**src/rtl/aph_pkg.sv**
```systemverilog
`timescale 1ns / 1ps
// ----------------------------------------------------------------------------
// aph_pkg
// Types, constants and modular reduction helpers shared by the AS path hash.
// ----------------------------------------------------------------------------
package aph_pkg;

	localparam int unsigned AsWidth   = 16;
	localparam int unsigned HashWidth = 16;

	localparam logic [HashWidth-1:0] HASH_MULT_INIT = 16'd31415;
	localparam logic [HashWidth-1:0] HASH_MULT_STEP = 16'd27183;
	localparam logic [16:0]          HASH_MODULUS   = 17'd65521;
	localparam logic [16:0]          MULT_MODULUS   = 17'd65520;

	typedef struct packed {
		logic [AsWidth-1:0] as_number;
		logic               has_value;
		logic               last_item;
	} aph_item_t;

	// x mod 65521, using 2^16 = 15 (mod 65521)
	function automatic logic [HashWidth-1:0] mod_hash(input logic [31:0] x);
		logic [20:0] t1;
		logic [16:0] t2;
		logic [16:0] t3;
		t1 = ({1'b0, x[31:16], 4'b0000} - {5'b00000, x[31:16]}) + {5'b00000, x[15:0]};
		t2 = ({8'd0, t1[20:16], 4'b0000} - {12'd0, t1[20:16]}) + {1'b0, t1[15:0]};
		t3 = (t2 >= HASH_MODULUS) ? (t2 - HASH_MODULUS) : t2;
		return t3[HashWidth-1:0];
	endfunction

	// x mod 65520, using 2^16 = 16 (mod 65520)
	function automatic logic [HashWidth-1:0] mod_mult(input logic [31:0] x);
		logic [20:0] t1;
		logic [16:0] t2;
		logic [16:0] t3;
		t1 = {1'b0, x[31:16], 4'b0000} + {5'b00000, x[15:0]};
		t2 = {8'd0, t1[20:16], 4'b0000} + {1'b0, t1[15:0]};
		t3 = (t2 >= MULT_MODULUS) ? (t2 - MULT_MODULUS) : t2;
		return t3[HashWidth-1:0];
	endfunction

endpackage

```
**src/rtl/as_path_universal_hash.sv**
```systemverilog
`timescale 1ns / 1ps
// ----------------------------------------------------------------------------
// as_path_universal_hash
// Streaming universal hash over the 16-bit AS numbers of an AS path.
// ----------------------------------------------------------------------------
// Takes one AS number per cycle while in_ready is high and keeps a running
// hash (mod 65521) and a running multiplier (mod 65520, starting at 31415).
// A transaction marked last_item returns the hash of the whole path in the
// result register at the same edge that it leaves the input register, and
// clears the running state; a transaction with has_value low returns 0 and
// also clears it. Sustained rate is one item per clock while the input is
// not stalled, set by the multiply and modular fold on the running state;
// a result passes through the input register and then the result register.
// in_ready drops only while a finished hash waits in the result register
// with out_ready low and the input register holds another path end or
// empty marker.
module as_path_universal_hash (
	input  logic                          clk,
	input  logic                          arst_n,
	input  logic                          in_valid,
	output logic                          in_ready,
	input  logic [aph_pkg::AsWidth-1:0]   as_number,
	input  logic                          has_value,
	input  logic                          last_item,
	output logic                          out_valid,
	input  logic                          out_ready,
	output logic [aph_pkg::HashWidth-1:0] hash_value
);

	aph_pkg::aph_item_t            item_in;
	aph_pkg::aph_item_t            item_s1;
	logic                          valid_s1;
	logic                          emits;
	logic [aph_pkg::HashWidth-1:0] result_hash;
	logic                          out_free;
	logic                          advance;
	logic                          load_in;
	logic                          load_out;

	assign item_in = '{as_number: as_number, has_value: has_value, last_item: last_item};

	assign out_free = !out_valid || out_ready;
	assign advance  = valid_s1 && (!emits || out_free);
	assign in_ready = !valid_s1 || advance;
	assign load_in  = in_valid && in_ready;
	assign load_out = advance && emits;

	aph_in_stage u_in (
		.clk      (clk),
		.arst_n   (arst_n),
		.load     (load_in),
		.drain    (advance),
		.item     (item_in),
		.valid_s1 (valid_s1),
		.item_s1  (item_s1)
	);

	aph_hash_core u_core (
		.clk         (clk),
		.arst_n      (arst_n),
		.step        (advance),
		.item        (item_s1),
		.emits       (emits),
		.result_hash (result_hash)
	);

	aph_out_stage u_out (
		.clk        (clk),
		.arst_n     (arst_n),
		.load       (load_out),
		.hash_in    (result_hash),
		.out_ready  (out_ready),
		.out_valid  (out_valid),
		.hash_value (hash_value)
	);

`ifndef SYNTHESIS
	// the input side stalls only behind a held result
	a_stall_cause: assert property (@(posedge clk) disable iff (!arst_n)
		(valid_s1 && !in_ready) |-> (out_valid && !out_ready && emits))
		else $error("input stalled without a held result");

	a_result_lands: assert property (@(posedge clk) disable iff (!arst_n)
		load_out |=> out_valid)
		else $error("result transaction lost");

	a_empty_zero: assert property (@(posedge clk) disable iff (!arst_n)
		(load_out && !item_s1.has_value) |=> (hash_value == '0))
		else $error("empty path did not hash to zero");

	a_hash_range: assert property (@(posedge clk) disable iff (!arst_n)
		out_valid |-> ({1'b0, hash_value} < aph_pkg::HASH_MODULUS))
		else $error("hash out of range");
`endif

endmodule

```
**src/rtl/aph_in_stage.sv**
```systemverilog
`timescale 1ns / 1ps
// ----------------------------------------------------------------------------
// aph_in_stage
// Input register: captures one AS number transaction per cycle on load.
// ----------------------------------------------------------------------------
module aph_in_stage (
	input  logic              clk,
	input  logic              arst_n,
	input  logic              load,
	input  logic              drain,
	input  aph_pkg::aph_item_t item,
	output logic              valid_s1,
	output aph_pkg::aph_item_t item_s1
);

	always_ff @(posedge clk or negedge arst_n) begin
		if (!arst_n) begin
			valid_s1 <= 1'b0;
		end else if (load) begin
			valid_s1 <= 1'b1;
		end else if (drain) begin
			valid_s1 <= 1'b0;
		end
	end

	always_ff @(posedge clk) begin
		if (load) begin
			item_s1 <= item;
		end
	end

endmodule

```
**src/rtl/aph_hash_core.sv**
```systemverilog
`timescale 1ns / 1ps
// ----------------------------------------------------------------------------
// aph_hash_core
// Running hash and multiplier with the modular update applied on each step.
// ----------------------------------------------------------------------------
module aph_hash_core (
	input  logic                              clk,
	input  logic                              arst_n,
	input  logic                              step,
	input  aph_pkg::aph_item_t                item,
	output logic                              emits,
	output logic [aph_pkg::HashWidth-1:0]     result_hash
);

	logic [aph_pkg::HashWidth-1:0] hash_q;
	logic [aph_pkg::HashWidth-1:0] mult_q;
	logic [31:0]                   hash_prod;
	logic [31:0]                   mult_prod;
	logic [aph_pkg::HashWidth-1:0] hash_next;
	logic [aph_pkg::HashWidth-1:0] mult_next;

	always_comb begin
		hash_prod = ({16'd0, mult_q} * {16'd0, hash_q}) + {16'd0, item.as_number};
		mult_prod = {16'd0, mult_q} * {16'd0, aph_pkg::HASH_MULT_STEP};
		hash_next = aph_pkg::mod_hash(hash_prod);
		mult_next = aph_pkg::mod_mult(mult_prod);
	end

	// empty marker always answers, and answers zero
	assign emits       = !item.has_value || item.last_item;
	assign result_hash = item.has_value ? hash_next : '0;

	always_ff @(posedge clk or negedge arst_n) begin
		if (!arst_n) begin
			hash_q <= '0;
			mult_q <= aph_pkg::HASH_MULT_INIT;
		end else if (step) begin
			if (emits) begin
				hash_q <= '0;
				mult_q <= aph_pkg::HASH_MULT_INIT;
			end else begin
				hash_q <= hash_next;
				mult_q <= mult_next;
			end
		end
	end

endmodule

```
**src/rtl/aph_out_stage.sv**
```systemverilog
`timescale 1ns / 1ps
// ----------------------------------------------------------------------------
// aph_out_stage
// Result register holding one hash until the downstream side takes it.
// ----------------------------------------------------------------------------
module aph_out_stage (
	input  logic                          clk,
	input  logic                          arst_n,
	input  logic                          load,
	input  logic [aph_pkg::HashWidth-1:0] hash_in,
	input  logic                          out_ready,
	output logic                          out_valid,
	output logic [aph_pkg::HashWidth-1:0] hash_value
);

	logic                          valid_q;
	logic [aph_pkg::HashWidth-1:0] hash_q;

	always_ff @(posedge clk or negedge arst_n) begin
		if (!arst_n) begin
			valid_q <= 1'b0;
		end else if (load) begin
			valid_q <= 1'b1;
		end else if (out_ready) begin
			valid_q <= 1'b0;
		end
	end

	always_ff @(posedge clk) begin
		if (load) begin
			hash_q <= hash_in;
		end
	end

	assign out_valid  = valid_q;
	assign hash_value = hash_q;

endmodule

```
**config.mk**
```make
export PLATFORM = sky130hd
export DESIGN_NAME = as_path_universal_hash
export DESIGN_NICKNAME = d
export VERILOG_FILES = /design/src/rtl/aph_pkg.sv /design/src/rtl/as_path_universal_hash.sv /design/src/rtl/aph_in_stage.sv /design/src/rtl/aph_hash_core.sv /design/src/rtl/aph_out_stage.sv
export SDC_FILE = /design/constraint.sdc
export NUM_CORES = 1
export LEC_CHECK = 0
export ABC_AREA = 1
export BUFFER_PORTS_ARGS = -buffer_cell sky130_fd_sc_hd__buf_2
export CAP_MARGIN = 20
export CELL_PAD_IN_SITES_DETAIL_PLACEMENT = 0
export CELL_PAD_IN_SITES_GLOBAL_PLACEMENT = 1
export CORE_MARGIN = 2
export CORE_UTILIZATION = 30
export DETAILED_ROUTE_END_ITERATION = 8
export HOLD_SLACK_MARGIN = 0.02
export PLACE_DENSITY = 0.53
export SLEW_MARGIN = 15
export SYNTH_ARGS = -nofsm -noshare
export SYNTH_HDL_FRONTEND = slang
export SYNTH_SLANG_ARGS = --single-unit
```
**constraint.sdc**
```tcl
create_clock -name clk -period 14.28 [get_ports clk]
set_input_delay 2.856 -clock clk [delete_from_list [all_inputs] [get_ports clk]]
set_output_delay 2.856 -clock clk [all_outputs]
set_load 0.05 [all_outputs]
```
Word-level counts from Yosys, hierarchy flattened
Index checks and enable logic that the tools add are counted.
{ "op_classes": {"add_sub_neg": 9, "mul": 2, "order_cmp": 2, "mux": 8, "reduce_logical": 13} }
{ "ops": {"columns": ["cell", "count"], "rows": [
  ["16-bit two-way mux", 4],
  ["17-bit by 16-bit greater-or-equal comparator with 1-bit output (second input constant)", 2],
  ["32-bit by 16-bit adder with 32-bit output", 1],
  ["16-bit by 16-bit multiplier with 32-bit output", 1],
  ["16-bit subtractor (second input constant)", 2],
  ["16-bit by 15-bit multiplier with 31-bit output (second input constant)", 1],
  ["21-bit by 16-bit adder with 21-bit output", 1],
  ["20-bit by 16-bit subtractor with 21-bit output", 1],
  ["19-bit by 16-bit adder with 20-bit output", 1],
  ["17-bit by 16-bit adder with 17-bit output", 1],
  ["8-bit by 16-bit adder with 17-bit output", 1],
  ["9-bit by 5-bit subtractor with 10-bit output", 1],
  ["1-bit logical NOT", 4],
  ["1-bit logical OR", 4],
  ["1-bit two-way mux", 4],
  ["2-bit nonzero test", 2],
  ["1-bit logical AND", 3]
]} }
{ "word_totals": {"ff_bits": 68, "output_inout_bits": 18} }

Longest topological paths before layout
{ "depth": {"depth_word": 9, "mapped_depth": 71, "ltp_nobuf": 68} }

Cells and area by module
From an unflattened synthesis, not the netlist that was laid out.
{ "hier_totals": {"cells_unflattened": 2583, "area_unflattened_um2": 20419.6} }
{ "by_module_without_submodules": {"columns": ["module", "instances", "cells_each", "area_per_inst_um2", "seq_area_each_um2"], "rows": [
  ["aph_hash_core", 1, 2531, 19274.7, 814.5],
  ["aph_in_stage", 1, 23, 580.6, 565.5],
  ["aph_out_stage", 1, 21, 520.5, 505.5],
  ["as_path_universal_hash", 1, 8, 43.8, 0.0]
]} }

Worst setup path before layout
OpenSTA, ideal clock, no wires.
{ "synth_path": {"kind": "register to register", "from": "reg u_core.mult_q[7] (netlist bit)", "to": "reg u_out.hash_q, in the netlist u_out.hash_value[0], data pin", "t_arrival_ns": 11.274, "setup_slack_ns": 2.740, "path_stages_with_launch": 58, "path_buffers": 3, "path_cell_list": "dfstp_2 clkbuf_1 clkbuf_1 nand2_1 fa_1 inv_1 fa_1 inv_1 fa_1 inv_1 fa_1 fa_1 inv_1 fa_1 inv_1 ha_1 nand2_1 o21ai_0 [... 22 more ...] xor2_1 ha_1 a21oi_1 o21ai_0 a21oi_1 o21ai_0 nand2_1 nand2_1 a21oi_1 xor2_1 nor3_1 nand4_1 nand2_1 nand2_2 buf_2 nand4_1 nand2_1 nor2_1"} }
{ "synth_via": {"elab_chain_len": 8, "word_cells_on_any_way": 9} }
{ "synth_lines": {"columns": ["item", "line_no", "rtl"], "rows": [
  ["start, declared", "aph_hash_core.sv:16", "logic [aph_pkg::HashWidth-1:0] mult_q;"],
  ["start signal, assigned", "aph_hash_core.sv:36", "mult_q <= aph_pkg::HASH_MULT_INIT;"],
  ["start signal, assigned", "aph_hash_core.sv:40", "mult_q <= aph_pkg::HASH_MULT_INIT;"],
  ["start signal, assigned", "aph_hash_core.sv:43", "mult_q <= mult_next;"],
  ["16-bit by 16-bit multiplier with 32-bit output *", "aph_hash_core.sv:23", "hash_prod = ({16'd0, mult_q} * {16'd0, hash_q}) + {16'd0, item.as_number};"],
  ["32-bit by 16-bit adder with 32-bit output *", "aph_hash_core.sv:23", null],
  ["20-bit by 16-bit subtractor with 21-bit output", "aph_pkg.sv:27", "t1 = ({1'b0, x[31:16], 4'b0000} - {5'b00000, x[31:16]}) + {5'b00000, x[15:0]};"],
  ["21-bit by 16-bit adder with 21-bit output *", "aph_pkg.sv:27", null],
  ["9-bit by 5-bit subtractor with 10-bit output", "aph_pkg.sv:28", "t2 = ({8'd0, t1[20:16], 4'b0000} - {12'd0, t1[20:16]}) + {1'b0, t1[15:0]};"],
  ["17-bit by 16-bit adder with 17-bit output *", "aph_pkg.sv:28", null],
  ["16-bit subtractor or 17-bit by 16-bit greater-or-equal comparator with 1-bit output (tied branches)", "aph_pkg.sv:29", "t3 = (t2 >= HASH_MODULUS) ? (t2 - HASH_MODULUS) : t2;"],
  ["16-bit two-way mux *", "aph_pkg.sv:29", null],
  ["end signal, assigned", "aph_out_stage.sv:31", "hash_q <= hash_in;"],
  ["end, declared", "aph_out_stage.sv:17", "logic [aph_pkg::HashWidth-1:0] hash_q;"]
]} }
Every way passes the cells marked *; elsewhere a longest branch is shown, timed or not.
A chain may end at the register's enable or synchronous reset.

Worst setup path after layout
{ "layout_path": {"from": "reg u_core.mult_q[7] (netlist bit)", "to": "reg u_core.hash_q[1] (netlist bit)"} }
{ "layout_via": {"elab_chain_len": 9, "word_cells_on_any_way": 10} }
{ "layout_lines": {"columns": ["item", "line_no", "rtl"], "rows": [
  ["16-bit by 16-bit multiplier with 32-bit output *", "aph_hash_core.sv:23", null],
  ["32-bit by 16-bit adder with 32-bit output *", "aph_hash_core.sv:23", null],
  ["20-bit by 16-bit subtractor with 21-bit output", "aph_pkg.sv:27", null],
  ["21-bit by 16-bit adder with 21-bit output *", "aph_pkg.sv:27", null],
  ["9-bit by 5-bit subtractor with 10-bit output", "aph_pkg.sv:28", null],
  ["17-bit by 16-bit adder with 17-bit output *", "aph_pkg.sv:28", null],
  ["16-bit subtractor or 17-bit by 16-bit greater-or-equal comparator with 1-bit output (tied branches)", "aph_pkg.sv:29", null],
  ["16-bit two-way mux *", "aph_pkg.sv:29", null],
  ["16-bit two-way mux *", "aph_hash_core.sv:38", "if (emits) begin"],
  ["end signal, assigned", "aph_hash_core.sv:42", "hash_q <= hash_next;"],
  ["end, declared", "aph_hash_core.sv:15", "logic [aph_pkg::HashWidth-1:0] hash_q;"]
]} }
Marked as above.

==> impl_metrics.toml <==
[clocking]
cts_setup_buffers = 0
numCtsBuffers = 9
cts_tree = "done"
cts_sinks = 68
insertion_delay_ns = 0.37
path_clk_slew_ns = 0.08
ctsResizeCount = 0
h-tree-depth = 3
cts_root_buffer = "clkbuf_16"
cts_buffer_depth = 2
hold_buffers = 0

[synthesis]
netlist.area_leader.share_pct = 30.1
syn-cell-area_um2 = 20500
synth.yosys.seq_area_share_pct = 9.22
yosys_register_bits = 68
syn_area_per_cell_um2 = 8.01
yosysUniqueCellTypes = 58
synthFlopType = "edfxtp_1"
synthTopCellsByArea = "fa_1, ha_1, inv_1, nand2_1, edfxtp_1"
synth_fp_nets = 3183
ys_async_sr_fraction_pct = 50.0
yosys_warnings = 0
synth_edf_count = 34
yosys.area.top_type = "fa_1"
syn-instance-count = 2555

[die]
initial_utilization_pct = 30.4
die-width_um = 265
dieArea_um2 = 70300
fp.dieH_um = 265
core_area_um2 = 67400
rows = 95
ioPinCount = 40

[placed_design]
place.gp.congestion = 0.820
dp_hpwl_mm = 51.1
dpl_worst_slack_ns = 1.49
placed_cells = 3428
port_buffers = 39

[critical_path]
rrSetupSlack_ns = 1.46
r2r_end = "u_core.hash_q[1]$_DFFE_PN0P_"
cp_slowest_cell = "dfstp_2"
reg2reg_from = "u_core.mult_q[7]$_DFFE_PN1P_"
cp_data_required_time_ns = 14.59
path_common_cell = "a21oi_1"
path_max_fanout = 16
critical-path-top-delay-family = "adder cells"
critPathBufInv = 5
cp.arrival_ns = 13.13
cp-end-kind = "flip-flop"
startpoint_type = "flip-flop"
worst-r2r-cell-count = 51
critical_path_class = "reg2reg"
critPathMaxStageDelay_ns = 0.76

[route]
drc = 0
drt-total-wl_mm = 58.9
drt_first_pass_iters = 7
first_iter_violations = 624
viasPerCell = 4.51
routedWlPerCell_um = 17.1
antenna_left = 0
vias = 15500

[finish]
areaGrowthSynthToFinish_pct = 7.79
mostFrequentLayoutCells = "inv_1, nand2_1, fa_1"
n_antenna_cell = 0
final_cells = 3445
nNetsFinal = 3195
final_common_cell = "inv_1"
drive_gt1_share_pct = 6.53

[outcome]
outcome = "finished clean"

[sta]
finClkSkew_ns = 0.0182
tightestPinTransition_ns = 0.988
finalCritPeriodShare_pct = 89.8
finalWorstSetupSlack_ns = 1.46
tns_ns = 0
rsz0062_at_grt = "no"
hold_violations = 0
fmax_mhz = 78.0
drv_slew = 0
slew_headroom_pct = 34.1
period_needed_ns = 12.82
finalSetupViolations = 0

[global_routing]
gr-total-overflow = 0
grt_max_degree = 35
grt_pass1_wl_mm = 95.5
grt_pass1_vias = 17000
antenna_found_initial = 0
grt_use_total_pct = 17.6

[worst_hold_path]
hold_depth = 2
min_path_type = "reg2reg"
min_to = "u_out.out_valid$_DFFE_PN0P_"
hp-start = "u_out.out_valid$_DFFE_PN0P_"

[job]
drv_cap = 0
==> cell families (layout without fill, tap and decap cells) <==
group	count (synthesis)	count (layout)	share of synthesized area [%]
buf+inv	788	805	14.6
flops	68	68	9.22
fa+ha+maj	606	606	48.4
xor+xnor	124	124	5.38
compound gates	217	217	6.07
simple gates	752	752	16.3
==> metrics by stage <==
stage	util, %	cell area [um^2]	hold slack, ns
2_1_floorplan	-	20500	0.531
3_3_place_gp	32.2	21700	0.521
3_5_place_dp	32.2	21700	0.520
4_1_cts	32.7	22000	0.539
5_1_grt	32.7	22000	0.613
6_report	32.7	22000	0.535
==> worst reg2reg max path: cells and delay by family, from the launching register on <==
family	cells	cell delay, ns
compound gates	17	3.02
flops	1	0.76
simple gates	14	2.28
fa+ha+maj	11	4.88
xor+xnor	4	1.25
buf+inv	5	0.57
==> worst max path at each step <==
stage,cells past startpoint,slack (ns),endpoint,start
global route,56,0.23,u_core.hash_q[1]$_DFFE_PN0P_,u_core.hash_q[4]$_DFFE_PN0P_
floorplan,57,2.74,u_out.hash_value[0]$_SDFFCE_PN0P_,u_core.mult_q[7]$_DFFE_PN1P_
finish,51,1.46,u_core.hash_q[1]$_DFFE_PN0P_,u_core.mult_q[7]$_DFFE_PN1P_
detailed placement,51,1.49,u_core.hash_q[1]$_DFFE_PN0P_,u_core.mult_q[7]$_DFFE_PN1P_
CTS,51,1.38,u_core.hash_q[1]$_DFFE_PN0P_,u_core.mult_q[7]$_DFFE_PN1P_
global placement,53,1.51,u_core.hash_q[1]$_DFFE_PN0P_,u_core.hash_q[4]$_DFFE_PN0P_
==> sequential cells by signal, summed over array words and instances, names as in the netlist <==
register and flops:
u_in.valid_s1 1, u_core.hash_q 16, u_out.hash_value 16, u_core.mult_q 16
u_in.item_s1 18, u_out.out_valid 1
==> synth_stat cells (all sizes together) (2+ instances only) <==
cell      n
o21ai    45
nand2   557
a21o      5
buf       5
nand4    37
nor4      2
o221ai    4
dfrtp    23
a21boi    2
o211ai    3
o21a      3
nor3     18
inv     713
xnor2    47
clkbuf   69
edfxtp   34
ha      298
nand3    64
or2       2
o21bai    8
fa      308
a21oi   124
dfstp    11
nor3b     2
a31oi    10
xor2     77
a22oi     6
nor2     67
==> final cells by class <==
class | instances | area [um^2]
clock buffers | 9 | 225
clock inverters | 7 | 83.8
repair buffers | 75 | 505
flip-flops and latches | 68 | 1890
multi-input cells | 1699 | 15600
fillers | 7223 | 45300
well taps | 873 | 1090
inverters | 714 | 2680
==> layer usage <==
layer / global-route usage [%] / part of all wire, % / vias to the layer above / wire, um
met3: 1.21 / 1.6 / 46 / 941
met1: 22.9 / 46 / 7650 / 26800
met4: 4.41 / 2.2 / 0 / 1300
met5: 0 / 0 / - / 0
met2: 31.7 / 51 / 136 / 29800
li1: - / - / 7704 / -
Power is not shown: default switching activity piles up to over one toggle a cycle in this logic, so the estimate is an artifact.
